### src/rtl/rlfd_pkg.sv
`default_nettype none

package rlfd_pkg;

    localparam int unsigned NUM_CH      = 3;
    localparam int unsigned LEVEL_W     = 16;
    localparam int unsigned BYTE_W      = 8;
    localparam int unsigned PERIOD_W    = 16;
    localparam int unsigned CFG_IDX_W   = 3;
    localparam int unsigned CFG_DATA_W  = 16;
    localparam int unsigned S_TDATA_W   = 32;
    localparam int unsigned S_TUSER_W   = 2;
    localparam int unsigned M_TDATA_W   = 80;
    localparam int unsigned SCALE_SHIFT = 7 + 8;

    localparam logic [PERIOD_W-1:0] PERIOD_MIN   = 16'd512;
    localparam logic [BYTE_W-1:0]   MULT_DEFAULT = 8'hff;

    typedef enum logic [1:0] {
        OP_ANIMATE = 2'd0,
        OP_TICK    = 2'd1,
        OP_READ    = 2'd2
    } op_t;

    typedef enum logic [CFG_IDX_W-1:0] {
        REG_PWM_PERIOD  = 3'd0,
        REG_ACTIVE_HIGH = 3'd1,
        REG_MULT_RED    = 3'd2,
        REG_MULT_GREEN  = 3'd3,
        REG_MULT_BLUE   = 3'd4,
        REG_MONO_MODE   = 3'd5
    } reg_idx_t;

    localparam logic KIND_DRIVE = 1'b0;
    localparam logic KIND_READ  = 1'b1;

endpackage

`default_nettype wire

### src/rtl/rgb_led_fade_pwm_driver_top.sv
// a result is registered and presented in the cycle after the transaction that causes it
// throughput: one input transaction per cycle; tick, fade and duty math run in a
// single registered pass, held back only while an unaccepted result waits
// reset: synchronous active-low aresetn clears levels, steps, targets and the
// output valid, and loads defaults (period 512, active high, mults 255, mono off)
`default_nettype none

module rgb_led_fade_pwm_driver_top (
    input  wire logic                                aclk,
    input  wire logic                                aresetn,
    input  wire logic                                s_tvalid,
    output logic                                     s_tready,
    // to_red, to_green, to_blue, fade_speed
    input  wire logic [rlfd_pkg::S_TDATA_W-1:0]      s_tdata,
    // operation
    input  wire logic [rlfd_pkg::S_TUSER_W-1:0]      s_tuser,
    output logic                                     m_tvalid,
    input  wire logic                                m_tready,
    // duty_red, duty_green, duty_blue, enable_red, enable_green, enable_blue,
    // power_request, color_red, color_green, color_blue, zero pad
    output logic [rlfd_pkg::M_TDATA_W-1:0]           m_tdata,
    // kind
    output logic                                     m_tuser,
    input  wire logic                                cfg_valid,
    output logic                                     cfg_ready,
    input  wire logic [rlfd_pkg::CFG_IDX_W-1:0]      cfg_index,
    input  wire logic [rlfd_pkg::CFG_DATA_W-1:0]     cfg_data
);

    localparam int unsigned N = rlfd_pkg::NUM_CH;

    // configuration
    logic [rlfd_pkg::PERIOD_W-1:0] period_reg;
    logic                          active_high_reg;
    logic [7:0]                    mult_reg [N];
    logic                          mono_reg;

    // fade state
    logic [15:0]        level_reg  [N];
    logic signed [15:0] step_reg   [N];
    logic [7:0]         target_reg [N];

    // output register
    logic                               m_tvalid_reg;
    logic [rlfd_pkg::M_TDATA_W-1:0]     m_tdata_reg;
    logic                               m_tuser_reg;

    // combinational
    logic               s_fire;
    logic [7:0]         to_byte   [N];
    logic [7:0]         speed;
    logic signed [15:0] step_anim [N];
    logic [15:0]        level_tick [N];
    logic signed [15:0] step_tick [N];
    logic               changed;
    logic [17:0]        mono_sum;
    logic [15:0]        drive_lv  [N];
    logic [8:0]         scaled    [N];
    logic [15:0]        duty      [N];
    logic               enable    [N];
    logic               power_req;
    logic [rlfd_pkg::M_TDATA_W-1:0] drive_data;
    logic [rlfd_pkg::M_TDATA_W-1:0] read_data;

    assign s_tready  = !m_tvalid_reg || m_tready;
    assign s_fire    = s_tvalid && s_tready;
    assign cfg_ready = 1'b1;
    assign m_tvalid  = m_tvalid_reg;
    assign m_tdata   = m_tdata_reg;
    assign m_tuser   = m_tuser_reg;

    assign to_byte[0] = s_tdata[7:0];
    assign to_byte[1] = s_tdata[15:8];
    assign to_byte[2] = s_tdata[23:16];
    assign speed      = s_tdata[31:24];

    // animate step and tick update per channel
    always_comb begin
        logic signed [8:0]  diff;
        logic signed [17:0] prod;
        logic signed [17:0] v;
        logic [8:0]         v_hi;
        logic               snap;
        diff    = '0;
        prod    = '0;
        v       = '0;
        v_hi    = '0;
        snap    = 1'b0;
        changed = 1'b0;
        for (int i = 0; i < N; i++) begin
            diff = $signed({1'b0, to_byte[i]}) - $signed({1'b0, level_reg[i][15:8]});
            prod = 18'(diff) * $signed({10'b0, speed});
            step_anim[i] = prod[16:1];

            v    = $signed({2'b00, level_reg[i]}) + 18'(step_reg[i]);
            v_hi = v[16:8];
            snap = (step_reg[i] == 16'sd0)
                || (step_reg[i] < 16'sd0 && (v[17] || v_hi < {1'b0, target_reg[i]}))
                || (step_reg[i] > 16'sd0 && v_hi > {1'b0, target_reg[i]});
            level_tick[i] = snap ? {target_reg[i], 8'h00} : v[15:0];
            step_tick[i]  = snap ? 16'sd0 : step_reg[i];
            if (level_tick[i] != level_reg[i]) begin
                changed = 1'b1;
            end
        end
    end

    assign mono_sum = {2'b00, level_tick[0]} + {1'b0, level_tick[1], 1'b0}
                    + {2'b00, level_tick[2]};

    // mono mixing, scaling and polarity per channel
    always_comb begin
        logic [23:0] prod;
        logic [16:0] inv;
        prod = '0;
        inv  = '0;
        for (int i = 0; i < N; i++) begin
            if (mono_reg) begin
                drive_lv[i] = (i == 0) ? mono_sum[17:2] : 16'd0;
            end else begin
                drive_lv[i] = level_tick[i];
            end
            prod      = {8'b0, drive_lv[i]} * {16'b0, mult_reg[i]};
            scaled[i] = prod[23:rlfd_pkg::SCALE_SHIFT];
            enable[i] = scaled[i] != 9'd0;
            inv       = {1'b0, period_reg} - {8'b0, scaled[i]};
            if (!enable[i]) begin
                duty[i] = 16'd0;
            end else if (active_high_reg) begin
                duty[i] = ({7'b0, scaled[i]} >= period_reg) ? period_reg - 16'd1
                                                            : {7'b0, scaled[i]};
            end else begin
                duty[i] = inv[16] ? 16'd0 : inv[15:0];
            end
        end
    end

    assign power_req  = enable[0] || enable[1] || enable[2];
    assign drive_data = {4'b0, 24'b0, power_req, enable[2], enable[1], enable[0],
                         duty[2], duty[1], duty[0]};
    assign read_data  = {4'b0, level_reg[2][15:8], level_reg[1][15:8],
                         level_reg[0][15:8], 4'b0, 48'b0};

    // configuration registers
    always_ff @(posedge aclk) begin
        if (!aresetn) begin
            period_reg      <= rlfd_pkg::PERIOD_MIN;
            active_high_reg <= 1'b1;
            mono_reg        <= 1'b0;
            for (int i = 0; i < N; i++) begin
                mult_reg[i] <= rlfd_pkg::MULT_DEFAULT;
            end
        end else if (cfg_valid && cfg_ready) begin
            case (cfg_index)
                rlfd_pkg::REG_PWM_PERIOD: begin
                    period_reg <= (cfg_data < rlfd_pkg::PERIOD_MIN) ? rlfd_pkg::PERIOD_MIN
                                                                    : cfg_data;
                end
                rlfd_pkg::REG_ACTIVE_HIGH: active_high_reg <= cfg_data[0];
                rlfd_pkg::REG_MULT_RED: begin
                    mult_reg[0] <= (cfg_data[7:0] == 8'd0) ? rlfd_pkg::MULT_DEFAULT
                                                           : cfg_data[7:0];
                end
                rlfd_pkg::REG_MULT_GREEN: begin
                    mult_reg[1] <= (cfg_data[7:0] == 8'd0) ? rlfd_pkg::MULT_DEFAULT
                                                           : cfg_data[7:0];
                end
                rlfd_pkg::REG_MULT_BLUE: begin
                    mult_reg[2] <= (cfg_data[7:0] == 8'd0) ? rlfd_pkg::MULT_DEFAULT
                                                           : cfg_data[7:0];
                end
                rlfd_pkg::REG_MONO_MODE: mono_reg <= cfg_data[0];
                default: ;
            endcase
        end
    end

    // fade state and output valid
    always_ff @(posedge aclk) begin
        if (!aresetn) begin
            m_tvalid_reg <= 1'b0;
            for (int i = 0; i < N; i++) begin
                level_reg[i]  <= '0;
                step_reg[i]   <= '0;
                target_reg[i] <= '0;
            end
        end else begin
            if (s_fire && (s_tuser == rlfd_pkg::OP_READ
                           || (s_tuser == rlfd_pkg::OP_TICK && changed))) begin
                m_tvalid_reg <= 1'b1;
            end else if (m_tready) begin
                m_tvalid_reg <= 1'b0;
            end
            if (s_fire) begin
                case (s_tuser)
                    rlfd_pkg::OP_ANIMATE: begin
                        for (int i = 0; i < N; i++) begin
                            step_reg[i]   <= step_anim[i];
                            target_reg[i] <= to_byte[i];
                        end
                    end
                    rlfd_pkg::OP_TICK: begin
                        for (int i = 0; i < N; i++) begin
                            level_reg[i] <= level_tick[i];
                            step_reg[i]  <= step_tick[i];
                        end
                    end
                    default: ;
                endcase
            end
        end
    end

    // result payload
    always_ff @(posedge aclk) begin
        if (s_fire && s_tuser == rlfd_pkg::OP_TICK && changed) begin
            m_tdata_reg <= drive_data;
            m_tuser_reg <= rlfd_pkg::KIND_DRIVE;
        end else if (s_fire && s_tuser == rlfd_pkg::OP_READ) begin
            m_tdata_reg <= read_data;
            m_tuser_reg <= rlfd_pkg::KIND_READ;
        end
    end

    // checks
    a_read_result: assert property (@(posedge aclk) disable iff (!aresetn)
        s_fire && s_tuser == rlfd_pkg::OP_READ
        |=> m_tvalid && m_tuser == rlfd_pkg::KIND_READ)
        else $error("read transaction gave no readback");

    a_read_no_drive: assert property (@(posedge aclk) disable iff (!aresetn)
        m_tvalid && m_tuser == rlfd_pkg::KIND_READ |-> m_tdata[51:0] == 52'd0)
        else $error("readback carries drive fields");

    a_enable_duty: assert property (@(posedge aclk) disable iff (!aresetn)
        m_tvalid && m_tuser == rlfd_pkg::KIND_DRIVE
        |-> m_tdata[48] == (m_tdata[15:0] != 16'd0)
         && m_tdata[49] == (m_tdata[31:16] != 16'd0)
         && m_tdata[50] == (m_tdata[47:32] != 16'd0))
        else $error("enable disagrees with duty");

    a_power_req: assert property (@(posedge aclk) disable iff (!aresetn)
        m_tvalid && m_tuser == rlfd_pkg::KIND_DRIVE
        |-> m_tdata[51] == (m_tdata[48] || m_tdata[49] || m_tdata[50]))
        else $error("power request disagrees with enables");

    a_reset_idle: assert property (@(posedge aclk)
        !aresetn |=> !m_tvalid)
        else $error("result valid right after reset");

endmodule

`default_nettype wire
### config.mk
export PLATFORM = sky130hd
export DESIGN_NAME = rgb_led_fade_pwm_driver_top
export DESIGN_NICKNAME = d
export VERILOG_FILES = /design/src/rtl/rlfd_pkg.sv /design/src/rtl/rgb_led_fade_pwm_driver_top.sv
export SDC_FILE = /design/constraint.sdc
export NUM_CORES = 2
export LEC_CHECK = 0
export BUFFER_PORTS_ARGS = -buffer_cell sky130_fd_sc_hd__buf_2
export CAP_MARGIN = 25
export CORE_ASPECT_RATIO = 0.8
export CORE_MARGIN = 4
export CORE_UTILIZATION = 65
export CTS_CLUSTER_DIAMETER = 80
export DETAILED_ROUTE_END_ITERATION = 10
export PLACE_DENSITY = 0.9
export RECOVER_POWER = 50
export SLEW_MARGIN = 25
export SYNTH_ARGS = -nofsm -noshare
export SYNTH_HDL_FRONTEND = slang
export SYNTH_SLANG_ARGS = --single-unit
### constraint.sdc
create_clock -name aclk -period 18.6 [get_ports aclk]
set_clock_uncertainty 0.15 [all_clocks]
set_input_delay 5.58 -clock aclk [delete_from_list [all_inputs] [get_ports aclk]]
set_output_delay 5.58 -clock aclk [all_outputs]
set_load 0.1 [all_outputs]
# Word level (Yosys, flattened, before mapping)

Memory sizes are Yosys's and may differ from the RTL's.
Cells that the tools add are included.

Register bits after elaboration: 96
Bits in writable memories: 144
Input port bits: 58
Output and inout port bits: 84
Word-level logic and storage cells: 176
Memories kept: 4

$add $sub $neg: 12
Multipliers: 6
Magnitude comparators: 16
Equal/unequal tests: 10
Muxes and demuxes: 66
Bitwise gates (word level): 15
Reductions and logical operators: 40

Memory list:

| memory     | words | width | read ports | clocked after Yosys merged registers in | write ports | RTL line                          | text |
|---|---|---|---|---|---|---|---|
| level_reg  | 3     | 16    | 3          | 0                                       | 3           | rgb_led_fade_pwm_driver_top.sv:39 | `logic [15:0] level_reg [N];` |
| step_reg   | 3     | 16    | 3          | 0                                       | 3           | rgb_led_fade_pwm_driver_top.sv:40 | `logic signed [15:0] step_reg [N];` |
| mult_reg   | 3     | 8     | 3          | 0                                       | 3           | rgb_led_fade_pwm_driver_top.sv:35 | `logic [7:0] mult_reg [N];` |
| target_reg | 3     | 8     | 3          | 0                                       | 3           | rgb_led_fade_pwm_driver_top.sv:41 | `logic [7:0] target_reg [N];` |

Operators by type and width:

| operator                                                       | count |
|---|---|
| two-way mux 16 bit                                             | 31 |
| two-way mux 52 bit                                             | 2 |
| multiplier 16 x 8 -> 24 bit                                    | 3 |
| two-way mux 8 bit                                              | 7 |
| adder 17 x 16 -> 18 bit                                        | 3 |
| multiplier 9 x 9 -> 17 bit                                     | 3 |
| subtractor 16 x 9 -> 17 bit                                    | 3 |
| greater-or-equal comparator 9 x 16 -> 1 bit                    | 3 |
| greater-than comparator 16 x 1 -> 1 bit, second input constant | 3 |
| zero test 16 bit                                               | 3 |
| < comparator 16 x 1 -> 1 bit, second input constant            | 3 |
| != test 16 bit                                                 | 3 |
| greater-than comparator 9 x 8 -> 1 bit                         | 3 |
| < comparator 9 x 8 -> 1 bit                                    | 3 |
| nonzero test 9 bit                                             | 3 |
| subtractor 8 x 8 -> 9 bit                                      | 3 |
| two-way mux 1 bit                                              | 26 |
| adder 16 x 17 -> 18 bit                                        | 1 |
| adder 18 x 16 -> 18 bit                                        | 1 |
| < comparator 16 x 10 -> 1 bit, second input constant           | 1 |
| subtractor 16 x 1 -> 16 bit, second input constant             | 1 |
| OR 1 bit                                                       | 15 |
| logical OR 1 bit                                               | 13 |
| logical AND 1 bit                                              | 12 |
| other kinds (11)                                               | 16 |

# Longest topological paths before layout

An unclocked memory read counts as a cell.

Word-level depth: 17
Gate-level depth with buffers: 68

# Worst setup path after synthesis

No wires, ideal clock.

Path kind: register to register
From: memory step_reg[2][0] (netlist: step_reg[0][32])
To: register m_tdata_reg, in the netlist m_tdata[2] (data pin)
Setup time: 0.151 ns
Arrival: 13.348 ns
Slack: 4.951 ns
Stages on the path, launching flop included: 62
Path buffers: 4
Period minus slack after synthesis: 13.649 ns
Cells stage by stage: edfxtp_1 > ha_1 > fa_1 > a211oi_1 > o21ai_1 > a211o_1 > a41oi_2 > o21bai_1 > a21oi_1 > xnor2_1 > ha_1 > and3_1 > o21a_1 > a21oi_1 > o221ai_1 > buf_2 > nor2_1 > buf_2 > (+26 left out) > ha_1 > inv_1 > or3_1 > o41ai_1 > xnor2_1 > ha_1 > a21o_1 > a21o_1 > a21o_1 > a21o_1 > a21o_1 > o311ai_1 > o221a_4 > and3_4 > a21oi_2 > buf_6 > mux2_4 > o22ai_2

RTL lines:

| what                 | RTL line                           | text |
|---|---|---|
| start, declared      | rgb_led_fade_pwm_driver_top.sv:40  |  |
| end signal, assigned | rgb_led_fade_pwm_driver_top.sv:217 | `m_tdata_reg <= drive_data;` |
| end signal, assigned | rgb_led_fade_pwm_driver_top.sv:220 | `m_tdata_reg <= read_data;` |
| end, declared        | rgb_led_fade_pwm_driver_top.sv:45  | `logic [rlfd_pkg::M_TDATA_W-1:0] m_tdata_reg;` |

==> out/qor.csv <==
metric,value,unit
max_cap_viol_count,4,
critPathArrivalTime,15.73,ns
violations,"capacitance limit, slew limit",
crit_type,flop to flop,
fin_crit_sh,83.6,%
max_freq,64.3,MHz
wire_per_inst,21.6,um
vias_per_cell,6.19,
grt_pass1_vias,30400,
area_growth_syn_to_layout,6.40,%
final_nets,5050,
slew_headroom,-109,%
netlist-cell-type-count,98,
grtUsageTotal,35.8,%
yosysSeqAreaShare,18.6,%
ys.flop_type,edfxtp_1,
outcome,"finished, violations left",
cts_buffers,29,
synthAdderAreaFrac,37.1,%
rsz0062_at_grt,no,
htree_levels,1,
syn_avg_cell_area,8.89,um^2
synth-compound-area-share,11.5,%
antenna_found_initial,4,
hold_viol,0,
clk_latency,0.59,ns
clock-root-buffer,clkbuf_16,
clk_pin_slew,0.07,ns
tightest_slew,3.14,ns
synthCells,4096,
setup_violations,0,
drive_gt1_share,4.52,%
core_area,55300,um^2
synth_edf_count,196,
crit_fanout,30,
vias,30700,
drcViolationCount,0,
cts.sinks,240,
die_w,273,um
io_buffers,136,
fin_crit,15.55,ns
path_buf_inv,7,
synth_largest_area_cell,fa_1,
min_path_type,flop to flop,
cp-end-kind,flop,
cpPeakStageDelay,0.73,ns
synth_area_leaders,"fa_1 (25%), edfxtp_1 (16%), ha_1 (12%)",
rr_startpoint,step_reg[0][32]$_SDFFCE_PP0P_,
initial_utilization,65.8,%
netlist.area_leader.share,24.6,%
synth-warning-count,0,
critPathMostFrequentCell,a21oi_1,
netlist_area,36400,um^2
post_cts_resized,0,
synthSimpleGateAreaFrac,18.7,%
setup_tns,0,ns
crit_family,compound AO/OA/AOI/OAI gates,
clockBufferDepth,3,
die_h,220,um
layout_common_cells,"inv_1 (678), nand2_1 (450), fa_1 (447)",
globalRouteOverflowTotal,0,
synth_top_family_by_area,adder cells,
dp_hpwl,84800,um
hp-start,m_tdata[54]$_SDFFE_PP0P_,
finalInstanceArea,38700,um^2
drt_wl_total,107000,um
cts-hold-fix-buffers,0,
largest_reg_flops,76,
critPathSlowestCell,o31ai_1,
ant_nets,0,
async_flop_share,0,%
required,18.77,ns
dieArea,59900,um^2
drtIter0Drc,3660,
grt_start_max_net_pins,60,
dpl_cell_area,37800,um^2
cts_setup_buffers,0,
synthMuxAreaShare,1.18,%
cts_tree,yes,
grt_pass1_wl,168000,um
crit_path_start_kind,flop,
ys_ff_latch,240,
first_pass_iters,8,
placementRows,77,
final_common_cell,inv_1,
fillers,4150,
synth_xor_xnor_area_share,4.69,%
io_pins,142,
drv_slew,192,
cp-startpoint,step_reg[0][32]$_SDFFCE_PP0P_,
place_congestion,1.03,
==> logic make-up (layout without fill, tap and decap cells) <==
family,Yosys count,in the layout
and+or+nand+nor,1389,1389
adders and majority gates,810,810
buffers and inverters,796,902
AOI/OAI and AO/OA,624,624
DFF,240,240
xor gates and xnor gates,195,195
muxes,40,40
other,2,9
==> metal layers <==
metal  track usage (%)  share of wire, %  vias up
met5                 0                 0        -
met4              11.4               3.6        0
met3              11.3                15      248
met2              52.6                42     2005
met1              50.9                39    14800
li1                  -                 -    13600
==> worst register-to-register path: cells and delay by family, from the launching register on <==
| kind | cells | cell delay [ns] |
|---|---|---|
| AOI/OAI and AO/OA | 30 | 6.76 |
| xor gates and xnor gates | 3 | 0.49 |
| adders and majority gates | 11 | 4.45 |
| buffers and inverters | 7 | 0.89 |
| DFF | 1 | 0.42 |
| muxes | 1 | 0.31 |
| and+or+nand+nor | 11 | 1.85 |
==> cell usage after synthesis (all sizes together) (77+ instances only) <==
cell type  instances
o21ai             95
ha               363
edfxtp           196
a21o              77
xnor2            135
nand2            454
and2             260
nor2             306
a21oi            201
fa               447
inv              680
clkbuf            86
==> area by class of cell <==
| class | count | area, um^2 | share of cell area [%] |
|---|---|---|---|
| antenna | 4 | 10.0 | 0.0258 |
| inverter | 681 | 2560 | 6.60 |
| clock buffer | 38 | 810 | 2.09 |
| multi-input combinational | 3063 | 26600 | 68.8 |
| sequential | 240 | 6770 | 17.5 |
| timing repair buffer | 167 | 792 | 2.05 |
| tap | 750 | 938 | 2.42 |
| clock inverter | 16 | 205 | 0.530 |
==> path summary, 6_finish.rpt <==
path | endpoint | slack, ns | depth (start not counted)
max | m_tdata[0]$_SDFFCE_PN0P_ | 3.05 | 63
min reg2reg | m_tdata[54]$_SDFFE_PP0P_ | 0.30 | 2
min | m_tdata[54]$_SDFFE_PP0P_ | 0.30 | 2
max reg2reg | m_tdata[0]$_SDFFCE_PN0P_ | 3.05 | 63
==> stage by stage <==
stage	util [%]	instances	setup WS (ns)	hold slack, ns
2_1_floorplan	-	4099	4.95	0.343
4_1_cts	70.2	4955	3.27	0.303
6_report	70.0	4959	3.05	0.304
5_1_grt	70.0	4958	1.88	0.321
3_5_place_dp	68.4	4901	3.34	0.294
3_3_place_gp	68.4	4901	3.69	0.289
Power is not shown: default switching activity piles up to over one toggle a cycle in this logic, so the estimate is an artifact.
